**config.mk**
```make
export PLATFORM = sky130hd
export DESIGN_NAME = point_to_map_sheet_index_core
export DESIGN_NICKNAME = d
export VERILOG_FILES = /design/src/rtl/core/ptmsi_pkg.sv /design/src/rtl/core/point_to_map_sheet_index_core.sv
export VERILOG_INCLUDE_DIRS = /design/src /design/src/rtl/core
export SDC_FILE = /design/constraint.sdc
export NUM_CORES = 1
export LEC_CHECK = 0
export BUFFER_PORTS_ARGS = -buffer_cell sky130_fd_sc_hd__clkbuf_2
export CELL_PAD_IN_SITES_DETAIL_PLACEMENT = 0
export CELL_PAD_IN_SITES_GLOBAL_PLACEMENT = 1
export CORE_ASPECT_RATIO = 1.1
export CORE_MARGIN = 8
export CORE_UTILIZATION = 40
export CTS_CLUSTER_DIAMETER = 50
export DETAILED_ROUTE_END_ITERATION = 6
export PLACE_DENSITY = 0.74
export REMOVE_ABC_BUFFERS = 1
export SYNTH_ARGS = -nofsm -noshare
export SYNTH_HDL_FRONTEND = slang
export SYNTH_SLANG_ARGS = --single-unit
export TNS_END_PERCENT = 20
```
**constraint.sdc**
```tcl
create_clock -name clk -period 19.48 [get_ports clk]
set_input_delay 3.896 -clock clk [delete_from_list [all_inputs] [get_ports clk]]
set_output_delay 3.896 -clock clk [all_outputs]
set_load 0.01 [all_outputs]
```
**src/rtl/core/point_to_map_sheet_index_core_defines.svh**
```systemverilog
// assertion macros for the map sheet index core
// used by point_to_map_sheet_index_core.sv, expects clk and rst_n in scope
`ifndef POINT_TO_MAP_SHEET_INDEX_CORE_DEFINES_SVH
`define POINT_TO_MAP_SHEET_INDEX_CORE_DEFINES_SVH
`ifndef SYNTHESIS
`define PTMSI_ASSERT_IMP(label, a, c) \
  label: assert property (@(posedge clk) disable iff (!rst_n) (a) |-> (c)) \
    else $error("assertion failed");
`define PTMSI_ASSERT_NXT(label, a, c) \
  label: assert property (@(posedge clk) disable iff (!rst_n) (a) |=> (c)) \
    else $error("assertion failed");
`else
`define PTMSI_ASSERT_IMP(label, a, c)
`define PTMSI_ASSERT_NXT(label, a, c)
`endif
`endif

```
**src/rtl/core/ptmsi_pkg.sv**
```systemverilog
// types and constants of the map sheet index core
// no dependencies
package ptmsi_pkg;

  typedef struct packed {
    logic signed [20:0] lon_arcsec;
    logic signed [19:0] lat_arcsec;
    logic [2:0]         scale;
    logic               single_sheet;
  } ptmsi_in_t;

  typedef struct packed {
    logic       bad_coord;
    logic       south;
    logic [4:0] band_letter;
    logic [5:0] zone;
    logic [7:0] sub_sheet;
    logic [2:0] quarter;
    logic [2:0] zone_span;
    logic [2:0] sub_span;
    logic [1:0] quarter_span;
  } ptmsi_out_t;

  localparam logic [2:0] SC_1M   = 3'd0;
  localparam logic [2:0] SC_500K = 3'd1;
  localparam logic [2:0] SC_200K = 3'd2;
  localparam logic [2:0] SC_100K = 3'd3;
  localparam logic [2:0] SC_50K  = 3'd4;

  localparam logic signed [20:0] LON_LIMIT = 21'sd648000;
  localparam logic signed [19:0] LAT_LIMIT = 20'sd324000;
  localparam logic [20:0] LON_BIAS = 21'd648000;
  localparam logic [19:0] LAT_BIAS = 20'd331200;

  localparam logic [20:0] LON_CELL = 21'd21600;
  localparam logic [19:0] LAT_CELL = 20'd14400;
  localparam logic [18:0] BAND_CELL = 19'd14400;

  localparam logic [33:0] RCP_LON_CELL = 34'd6213;
  localparam logic [33:0] RCP_LAT_CELL = 34'd9320;
  localparam logic [31:0] RCP_BAND_CELL = 32'd9320;
  localparam logic [28:0] RCP_LAT_Q24 = 29'd27963;
  localparam logic [28:0] RCP_LON_Q24 = 29'd18642;

  localparam logic [4:0] BAND_PAIR_LO = 5'd15;
  localparam logic [4:0] BAND_PAIR_HI = 5'd18;
  localparam logic [4:0] BAND_QUAD_LO = 5'd19;
  localparam logic [4:0] BAND_QUAD_HI = 5'd20;

  function automatic logic [7:0] pair_start(input logic [7:0] v);
    return ((v - 8'd1) & 8'hFE) + 8'd1;
  endfunction

  function automatic logic [7:0] quad_start(input logic [7:0] v);
    return ((v - 8'd1) & 8'hFC) + 8'd1;
  endfunction

endpackage

```
**src/rtl/core/point_to_map_sheet_index_core.sv**
```systemverilog
// map sheet index of a point, four register stages
// an accepted item moves through the stage 1, 2 and 3 registers and then the output register
// throughput: one item per cycle while out_stall is low, set by the per-stage handshake of the pipeline
// the reciprocal multipliers of the first and third stages set the stage depth
// rst_n synchronous active low: clears all stage valid bits, payload is not reset
// depends on ptmsi_pkg and point_to_map_sheet_index_core_defines.svh
`include "point_to_map_sheet_index_core_defines.svh"
module point_to_map_sheet_index_core (
  input  logic                   clk,
  input  logic                   rst_n,
  input  logic                   in_valid,
  output logic                   in_stall,
  input  ptmsi_pkg::ptmsi_in_t   in_item,
  output logic                   out_valid,
  input  logic                   out_stall,
  output ptmsi_pkg::ptmsi_out_t  out_item
);
  import ptmsi_pkg::*;

  logic rdy1, rdy2, rdy3, rdy4;

  logic        s1_v_r, s1_bad_r, s1_south_r, s1_single_r;
  logic [2:0]  s1_scale_r;
  logic [20:0] s1_lon_b_r;
  logic [19:0] s1_lat_b_r;
  logic [18:0] s1_alat_r;
  logic [33:0] s1_plon_r, s1_plat_r;
  logic [31:0] s1_palat_r;

  logic        s1_bad_nxt;
  logic [20:0] s1_lon_b_nxt;
  logic [19:0] s1_lat_b_nxt;
  logic [19:0] alat_full;
  logic [18:0] s1_alat_nxt;

  logic        s2_v_r, s2_bad_r, s2_south_r, s2_single_r;
  logic [2:0]  s2_scale_r;
  logic [5:0]  s2_zone_r;
  logic [4:0]  s2_band_r;
  logic [14:0] s2_rlon_r;
  logic [13:0] s2_rlat_r;

  logic [5:0]  ql0, qt0;
  logic [4:0]  qa0;
  logic [20:0] rem_lon0, rem_lon1;
  logic [19:0] rem_lat0, rem_lat1;
  logic [18:0] rem_a0;
  logic        lon_hi, lat_hi, band_hi;
  logic [5:0]  s2_zone_nxt;
  logic [4:0]  s2_band_nxt;

  logic        s3_v_r, s3_bad_r, s3_south_r, s3_single_r;
  logic [2:0]  s3_scale_r;
  logic [5:0]  s3_zone_r;
  logic [4:0]  s3_band_r;
  logic [28:0] s3_plat_r, s3_plon_r;

  logic       out_valid_r;
  ptmsi_out_t out_item_r, out_item_nxt;

  assign rdy4 = !out_valid_r || !out_stall;
  assign rdy3 = !s3_v_r || rdy4;
  assign rdy2 = !s2_v_r || rdy3;
  assign rdy1 = !s1_v_r || rdy2;
  assign in_stall  = !rdy1;
  assign out_valid = out_valid_r;
  assign out_item  = out_item_r;

  // stage 1: range check, bias, reciprocal products
  always_comb begin
    s1_bad_nxt = (in_item.lon_arcsec < -LON_LIMIT) || (in_item.lon_arcsec > LON_LIMIT) ||
                 (in_item.lat_arcsec < -LAT_LIMIT) || (in_item.lat_arcsec > LAT_LIMIT) ||
                 (in_item.scale > SC_50K);
    s1_lon_b_nxt = $unsigned(in_item.lon_arcsec) + LON_BIAS;
    s1_lat_b_nxt = $unsigned(in_item.lat_arcsec) + LAT_BIAS;
    alat_full = in_item.lat_arcsec[19] ? $unsigned(-in_item.lat_arcsec)
                                       : $unsigned(in_item.lat_arcsec);
    s1_alat_nxt = alat_full[18:0];
  end

  always_ff @(posedge clk) begin
    if (!rst_n) begin
      s1_v_r <= 1'b0;
    end else if (rdy1) begin
      s1_v_r <= in_valid;
    end
    if (rdy1 && in_valid) begin
      s1_bad_r    <= s1_bad_nxt;
      s1_south_r  <= in_item.lat_arcsec[19];
      s1_single_r <= in_item.single_sheet;
      s1_scale_r  <= in_item.scale;
      s1_lon_b_r  <= s1_lon_b_nxt;
      s1_lat_b_r  <= s1_lat_b_nxt;
      s1_alat_r   <= s1_alat_nxt;
      s1_plon_r   <= {13'd0, s1_lon_b_nxt} * RCP_LON_CELL;
      s1_plat_r   <= {14'd0, s1_lat_b_nxt} * RCP_LAT_CELL;
      s1_palat_r  <= {13'd0, s1_alat_nxt} * RCP_BAND_CELL;
    end
  end

  // stage 2: quotient correction, cell remainders
  always_comb begin
    ql0 = s1_plon_r[32:27];
    qt0 = s1_plat_r[32:27];
    qa0 = s1_palat_r[31:27];
    rem_lon0 = s1_lon_b_r - ({15'd0, ql0} * LON_CELL);
    rem_lat0 = s1_lat_b_r - ({14'd0, qt0} * LAT_CELL);
    rem_a0   = s1_alat_r - ({14'd0, qa0} * BAND_CELL);
    lon_hi  = rem_lon0 >= LON_CELL;
    lat_hi  = rem_lat0 >= LAT_CELL;
    band_hi = rem_a0 >= BAND_CELL;
    rem_lon1 = lon_hi ? (rem_lon0 - LON_CELL) : rem_lon0;
    rem_lat1 = lat_hi ? (rem_lat0 - LAT_CELL) : rem_lat0;
    s2_zone_nxt = ql0 + {5'd0, lon_hi} + 6'd1;
    s2_band_nxt = qa0 + {4'd0, band_hi};
  end

  always_ff @(posedge clk) begin
    if (!rst_n) begin
      s2_v_r <= 1'b0;
    end else if (rdy2) begin
      s2_v_r <= s1_v_r;
    end
    if (rdy2 && s1_v_r) begin
      s2_bad_r    <= s1_bad_r;
      s2_south_r  <= s1_south_r;
      s2_single_r <= s1_single_r;
      s2_scale_r  <= s1_scale_r;
      s2_zone_r   <= s2_zone_nxt;
      s2_band_r   <= s2_band_nxt;
      s2_rlon_r   <= rem_lon1[14:0];
      s2_rlat_r   <= rem_lat1[13:0];
    end
  end

  // stage 3: position in 1/24 steps of the cell
  always_ff @(posedge clk) begin
    if (!rst_n) begin
      s3_v_r <= 1'b0;
    end else if (rdy3) begin
      s3_v_r <= s2_v_r;
    end
    if (rdy3 && s2_v_r) begin
      s3_bad_r    <= s2_bad_r;
      s3_south_r  <= s2_south_r;
      s3_single_r <= s2_single_r;
      s3_scale_r  <= s2_scale_r;
      s3_zone_r   <= s2_zone_r;
      s3_band_r   <= s2_band_r;
      s3_plat_r   <= {15'd0, s2_rlat_r} * RCP_LAT_Q24;
      s3_plon_r   <= {14'd0, s2_rlon_r} * RCP_LON_Q24;
    end
  end

  // stage 4: sheet numbers and grouping
  always_comb begin
    logic [4:0] k24, c24;
    logic [3:0] k12, c12, n, rowi, coli, row;
    logic [7:0] sub, quarter, zone;
    logic [2:0] zspan, sspan;
    logic [1:0] qspan;
    logic       pair, quad;

    k24 = s3_plat_r[28:24];
    c24 = s3_plon_r[28:24];
    k12 = k24[4:1];
    c12 = c24[4:1];
    case (s3_scale_r)
      SC_1M: begin
        n = 4'd1; rowi = 4'd0; coli = 4'd0;
      end
      SC_500K: begin
        n = 4'd2;
        rowi = {3'd0, k12 >= 4'd6};
        coli = {3'd0, c12 >= 4'd6};
      end
      SC_200K: begin
        n = 4'd6;
        rowi = {1'b0, k12[3:1]};
        coli = {1'b0, c12[3:1]};
      end
      default: begin
        n = 4'd12; rowi = k12; coli = c12;
      end
    endcase
    row = n - 4'd1 - rowi;
    sub = ({4'd0, row} * {4'd0, n}) + {4'd0, coli} + 8'd1;
    quarter = {6'd0, ~k24[0], c24[0]} + 8'd1;
    zone = {2'd0, s3_zone_r};
    pair = !s3_single_r && (s3_band_r >= BAND_PAIR_LO) && (s3_band_r <= BAND_PAIR_HI);
    quad = !s3_single_r && (s3_band_r >= BAND_QUAD_LO) && (s3_band_r <= BAND_QUAD_HI);
    zspan = 3'd1;
    sspan = 3'd1;
    qspan = 2'd1;

    case (s3_scale_r)
      SC_1M: begin
        if (pair) begin
          zone = pair_start(zone); zspan = 3'd2;
        end
        if (quad) begin
          zone = quad_start(zone); zspan = 3'd4;
        end
        sub = 8'd0;
        sspan = 3'd0;
      end
      SC_500K: begin
        if (pair) begin
          sub = pair_start(sub); sspan = 3'd2;
        end
        if (quad) begin
          zone = pair_start(zone); zspan = 3'd2;
          sub = pair_start(sub); sspan = 3'd2;
        end
      end
      SC_200K, SC_100K: begin
        if (pair) begin
          sub = pair_start(sub); sspan = 3'd2;
        end
        if (quad) begin
          sub = quad_start(sub); sspan = 3'd4;
        end
      end
      default: begin
        if (pair) begin
          quarter = pair_start(quarter); qspan = 2'd2;
        end
        if (quad) begin
          sub = pair_start(sub); sspan = 3'd2;
          quarter = pair_start(quarter); qspan = 2'd2;
        end
      end
    endcase
    if (s3_scale_r != SC_50K) begin
      quarter = 8'd0;
      qspan = 2'd0;
    end

    out_item_nxt = '0;
    if (s3_bad_r) begin
      out_item_nxt.bad_coord = 1'b1;
    end else begin
      out_item_nxt.south        = s3_south_r;
      out_item_nxt.band_letter  = s3_band_r;
      out_item_nxt.zone         = zone[5:0];
      out_item_nxt.sub_sheet    = sub;
      out_item_nxt.quarter      = quarter[2:0];
      out_item_nxt.zone_span    = zspan;
      out_item_nxt.sub_span     = sspan;
      out_item_nxt.quarter_span = qspan;
    end
  end

  always_ff @(posedge clk) begin
    if (!rst_n) begin
      out_valid_r <= 1'b0;
    end else if (rdy4) begin
      out_valid_r <= s3_v_r;
    end
    if (rdy4 && s3_v_r) begin
      out_item_r <= out_item_nxt;
    end
  end

  `PTMSI_ASSERT_IMP(a_bad_zero, out_valid_r && out_item_r.bad_coord, out_item_r.zone == 6'd0 && out_item_r.sub_sheet == 8'd0 && out_item_r.band_letter == 5'd0 && out_item_r.zone_span == 3'd0)
  `PTMSI_ASSERT_IMP(a_good_zone, out_valid_r && !out_item_r.bad_coord, out_item_r.zone != 6'd0 && out_item_r.zone_span != 3'd0 && out_item_r.band_letter <= 5'd22)
  `PTMSI_ASSERT_IMP(a_quarter_pair, out_valid_r, (out_item_r.quarter_span == 2'd0) == (out_item_r.quarter == 3'd0))
  `PTMSI_ASSERT_NXT(a_s1_hold, s1_v_r && !rdy2, s1_v_r)

endmodule
```
# [After elaboration in Yosys (flattened, before gate mapping)]
# Cells that the tools add are included.
[classes] reduce_logical=28 bitwise=1 n_lt_le_gt_ge=14 n_eq_ne=4 add_sub_neg=30 mux=32 mul=9
[op_table] operator="8-bit two-way mux" n=6
[op_table] operator="4-bit case mux with 3 select lines" n=3
[op_table] operator="21-bit by 13-bit multiplier with 33-bit output, second input constant" n=1
[op_table] operator="8-bit by 1-bit adder with 8-bit output, second input constant" n=4
[op_table] operator="20-bit by 11-bit multiplier with 30-bit output, second input constant" n=1
[op_table] operator="14-bit by 15-bit multiplier with 29-bit output, second input constant" n=1
[op_table] operator="19-bit by 11-bit multiplier with 29-bit output, second input constant" n=1
[op_table] operator="15-bit by 14-bit multiplier with 28-bit output, second input constant" n=1
[op_table] operator="6-bit two-way mux" n=4
[op_table] operator="8-bit case mux with 3 select lines" n=1
[op_table] operator="8-bit by 1-bit subtractor with 8-bit output, second input constant" n=3
[op_table] operator="21-bit by 20-bit adder with 21-bit output, second input constant" n=1
[op_table] operator="21-bit by 15-bit greater-or-equal comparator with 1-bit output, second input constant" n=1
[op_table] operator="21-bit greater-than comparator, second input constant" n=1
[op_table] operator="21-bit < comparator, second input constant" n=1
[op_table] operator="21-bit subtractor" n=1
[op_table] operator="20-bit by 19-bit adder with 20-bit output, second input constant" n=1
[op_table] operator="20-bit by 14-bit greater-or-equal comparator with 1-bit output, second input constant" n=1
[op_table] operator="20-bit greater-than comparator, second input constant" n=1
[op_table] operator="20-bit < comparator, second input constant" n=1
[op_table] operator="20-bit subtractor" n=1
[op_table] operator="19-bit by 14-bit greater-or-equal comparator with 1-bit output, second input constant" n=1
[op_table] operator="19-bit two-way mux" n=1
[op_table] operator="19-bit negator" n=1
[op_table] operator="43 further kinds" n=79
[word_totals] word_cells=158 register_bits=314 output_inout_bits=34

# [Longest topological paths before layout]
[depth] word_depth=15 depth_mapped=27 ltp_nobuf=26

# [Least setup slack after synthesis]
# Ideal clock, no wire load.
[synth_path] path_type="input-to-reg" from="in in_item[11] (netlist bit)" to="reg s1_palat_r[30], data pin" arrival_ns=9.043 slack_ns=10.174 cell_stages=21 n_path_buf=1 required_ns=19.218 path_cell_list="clkbuf_1 > inv_1 > ha_1 > nand4_1 > or3_1 > o31ai_1 > nand2_1 > xor2_1 > ha_1 > ha_1 > fa_1 > fa_1 > fa_1 > ha_1 > nand2_1 > or4_1 > o311a_1 > a21oi_1 > nor3_1 > o21bai_1 > xor2_1"
[synth_via] elab_chain_cells=3
[synth_lines] item="start: declaration" line="point_to_map_sheet_index_core.sv:13" rtl="input ptmsi_pkg::ptmsi_in_t in_item,"
[synth_lines] item="19-bit negator" line="point_to_map_sheet_index_core.sv:76" rtl="alat_full = in_item.lat_arcsec[19] ? $unsigned(-in_item.lat_arcsec)"
[synth_lines] item="19-bit two-way mux" line="point_to_map_sheet_index_core.sv:76"
[synth_lines] item="net alat_full[14]" line="point_to_map_sheet_index_core.sv:33" rtl="logic [19:0] alat_full;"
[synth_lines] item="19-bit by 11-bit multiplier with 29-bit output" line="point_to_map_sheet_index_core.sv:97" rtl="s1_palat_r <= {13'd0, s1_alat_nxt} * RCP_BAND_CELL;"
[synth_lines] item="end signal: assignment" line="point_to_map_sheet_index_core.sv:97"
[synth_lines] item="end: declaration" line="point_to_map_sheet_index_core.sv:28" rtl="logic [31:0] s1_palat_r;"
# The timed path passes the listed nets, and every way through them passes these cells.
# A chain may end at the register's enable or synchronous reset.

# [Final worst setup path]
[layout_path] from="in in_item[10] (netlist bit)" to="reg s1_palat_r[30], data pin"
# The elaborated chain is that of the path after synthesis.

==> out/metrics.csv <==
stage,metric,value,unit
floorplanning,initial_core_util,0.405,
floorplanning,core,0.0704,mm2
cts,clkTransAtPathRegs,0.07,ns
detailed_routing,top_layer,met5,
synthesis,yosysUniqueCellTypes,82,
synthesis,synthXorXnorAreaFrac,0.0542,
sta,worstMarginPinSlew,0.984,ns
synthesis,synth_compound_area_frac,0.0840,
cts,holdBufCountCts,0,
detailed_routing,met2WireLength,29600,um
worst_setup_path,end_kind,flip-flop,
cts,cts_sinks,186,
global_routing,antenna_found_initial,5,
floorplanning,fp.dieArea,0.0801,mm2
synthesis,synth_area_leader_cell,ha_1,
placed_design,io_buffers,82,
sta,fin_setup_tns,0,ns
global_routing,grt_max_degree,74,
cells_and_area,fillers,6678,
synthesis,yosys.area_share.simple,0.0817,
synthesis,synth-warning-count,0,
detailed_routing,ant_nets,0,
synthesis,muxShareOfSynthArea,0.00145,
sta,layout_min_cycle_time,9.65,ns
synthesis,synth.cell_area,0.0285,mm2
detailed_routing,viasPerCell,5.12,
worst_setup_path,crit_required,19.70,ns
synthesis,synth_top_area_share,0.334,
synthesis,synthFlopType,edfxtp_1,
floorplanning,fp.dieW,271,um
sta,max-slew-margin-rel,0.344,
global_routing,grt_pass1_vias,20500,
placed_design,gp_congestion,0.900,
synthesis,netlist_top_cells_area,"ha_1 (33%), edfxtp_1 (19%), fa_1 (18%), inv_1 (6.2%), xnor2_1 (3.2%)",
synthesis,syn-mean-instance-area,10.6,um2
cts,cts-root-buf,clkbuf_16,
placed_design,dp_hpwl,51500,um
detailed_routing,routed-wl-met3,1620,um
worst_setup_path,critPathLaunchType,primary input,
cts,clk-insertion-delay-late,0.48,ns
detailed_routing,drt-pass1-iter-count,5,
sta,setup_viol,0,
sta,fmax,0.104,GHz
global_routing,grt_pass1_wl,100000,um
detailed_routing,post_drt_wl_per_cell,15.9,um
synthesis,synth_edf_count,182,
synthesis,synth_fa_ha_area_frac,0.518,
floorplanning,die_h,296,um
sta,fin_crit_sh,0.496,
cts,ctsLongestPathBuffers,2,
cts,cts_tree,done,
detailed_routing,drc,0,
synthesis,synthCells,2698,
sta,skew,0.0173,ns
cts,ctsHtreeMaxLevel,4,
worst_setup_path,cp_max_fo,9,
detailed_routing,met1_length,27100,um
cts,cts_buffers,17,
worst_setup_path,arrival,9.88,ns
cts,postCtsSetupBuffers,0,
synthesis,synth-seq-cells,186,
detailed_routing,drtIter0Drc,759,
sta,drv_slew,0,
floorplanning,ios,83,
worst_setup_path,critPathKind,in2reg,
run_status,status,completed,
cells_and_area,area_growth,7.52,%
floorplanning,rows,102,
global_routing,overflow,0,
global_routing,globalRouteTotalUtil,0.152,
cells_and_area,drive_above_1_share,0.0552,
synthesis,ys_async_sr_fraction,0,
cells_and_area,fin_nets,3849,
synthesis,ys_seq_area_frac,0.194,
synthesis,synth_top_family_by_area,adder cells,
worst_hold_path,hold_class,reg2reg,
detailed_routing,via_count,19100,
sta,hold_viol_final,0,
detailed_routing,wirelength,59500,um
cts,ctsResizeCount,0,
job,drv_cap,0,
sta,rsz0062_at_grt,false,
## critical path, stage by stage
cell	delay, ns
clkbuf_2	0.15
inv_1	0.28
ha_1	0.22
nand4_1	0.12
or3_1	0.35
o31ai_1	0.44
nand2_1	0.12
xor2_1	0.51
ha_1	0.35
ha_1	0.31
fa_1	0.47
fa_1	0.52
fa_1	0.49
ha_1	0.31
nand2_1	0.07
or4_1	0.52
o311a_1	0.16
a21oi_1	0.22
nor3_1	0.11
o21bai_1	0.16
xor2_1	0.09
## cells in the final DEF, fill, tap and decap left out, types with 14 or more instances in the layout
cell type / synthesis / routed
ha_1: 760 / 760
inv_1: 471 / 471
fa_1: 263 / 263
edfxtp_1: 182 / 182
nand2_1: 105 / 105
nor2_1: 104 / 104
xnor2_1: 103 / 103
a21oi_1: 97 / 97
clkbuf_2: 0 / 82
xor2_1: 71 / 71
o21ai_0: 59 / 59
a21o_1: 39 / 39
nor3_1: 36 / 36
nand3_1: 35 / 35
nand4_1: 24 / 24
nor2b_1: 24 / 22
o21a_1: 20 / 20
or3_1: 17 / 17
clkbuf_16: 0 / 17
and3_1: 16 / 16
nand2b_1: 16 / 16
or2_2: 14 / 14
## logic make-up (layout without fill, tap and decap cells)
logic type               Yosys count  in the layout
buffers and inverters            499            591
AO/OA/AOI/OAI                    355            355
adder cells (fa/ha/maj)         1023           1023
other                              0              5
XOR/XNOR                         175            175
multiplexers                       4              4
AND/OR/NAND/NOR                  456            456
flip-flops                       186            186
## final timing paths
kind              slack, ns        endpoint     startpoint  cells after the start
setup / recovery       9.83  s1_palat_r[30]    in_item[10]                     21
hold / removal         0.41        s3_bad_r       s2_bad_r                      0
setup reg to reg      12.57    out_item[17]  s3_scale_r[2]                     20
hold reg to reg        0.41        s3_bad_r       s2_bad_r                      0
## per-layer routing
| metal | vias up | GRT usage |
|---|---|---|
| li1 | 9508 | - |
| met5 | - | 0 |
| met2 | 211 | 0.274 |
| met1 | 9290 | 0.189 |
| met3 | 76 | 0.0217 |
| met4 | 4 | 0.0438 |
## state kept, by name (all words and copies together), names as in the netlist, 6 cells and up
| register | count |
|---|---|
| s1_plon_r | 6 |
| s2_rlat_r | 14 |
| s2_rlon_r | 15 |
| s2_zone_r | 6 |
| s1_alat_r | 13 |
| s1_lon_b_r | 21 |
| s1_lat_b_r | 20 |
| out_item | 32 |
| s3_zone_r | 6 |
| s1_plat_r | 6 |
## area by class of cell
type                            instances  area, um2  share of cell area
Antenna cell                            5       12.5            0.000408
Clock inverter                         14        159             0.00518
Tap cell                              936       1170              0.0382
Multi-Input combinational cell       2013      21100               0.689
Sequential cell                       186       5550               0.181
Timing Repair Buffer                   87        448              0.0146
Inverter                              472       1770              0.0578
Clock buffer                           18        429              0.0140
## synthesized netlist by cell type (20+ instances only)
master	number
a21o_1	39
a21oi_1	97
clkbuf_1	21
edfxtp_1	182
fa_1	263
ha_1	760
inv_1	471
nand2_1	105
nand3_1	35
nand4_1	24
nor2_1	104
nor2b_1	24
nor3_1	36
o21a_1	20
o21ai_0	59
xnor2_1	103
xor2_1	71
## stage by stage
step / util / worst slack, ns / hold slack, ns / cells / instance area (um2)
floorplan: - / 10.20 / 0.400 / 2671 / 28400
global placement: 0.427 / 9.41 / 0.405 / 3694 / 30100
detailed placement: 0.427 / 9.32 / 0.405 / 3694 / 30100
CTS: 0.435 / 9.85 / 0.419 / 3726 / 30600
global route: 0.435 / 9.46 / 0.424 / 3727 / 30600
finish: 0.435 / 9.83 / 0.414 / 3731 / 30700
Power is not shown: default switching activity piles up to over one toggle a cycle in this logic, so the estimate is an artifact.
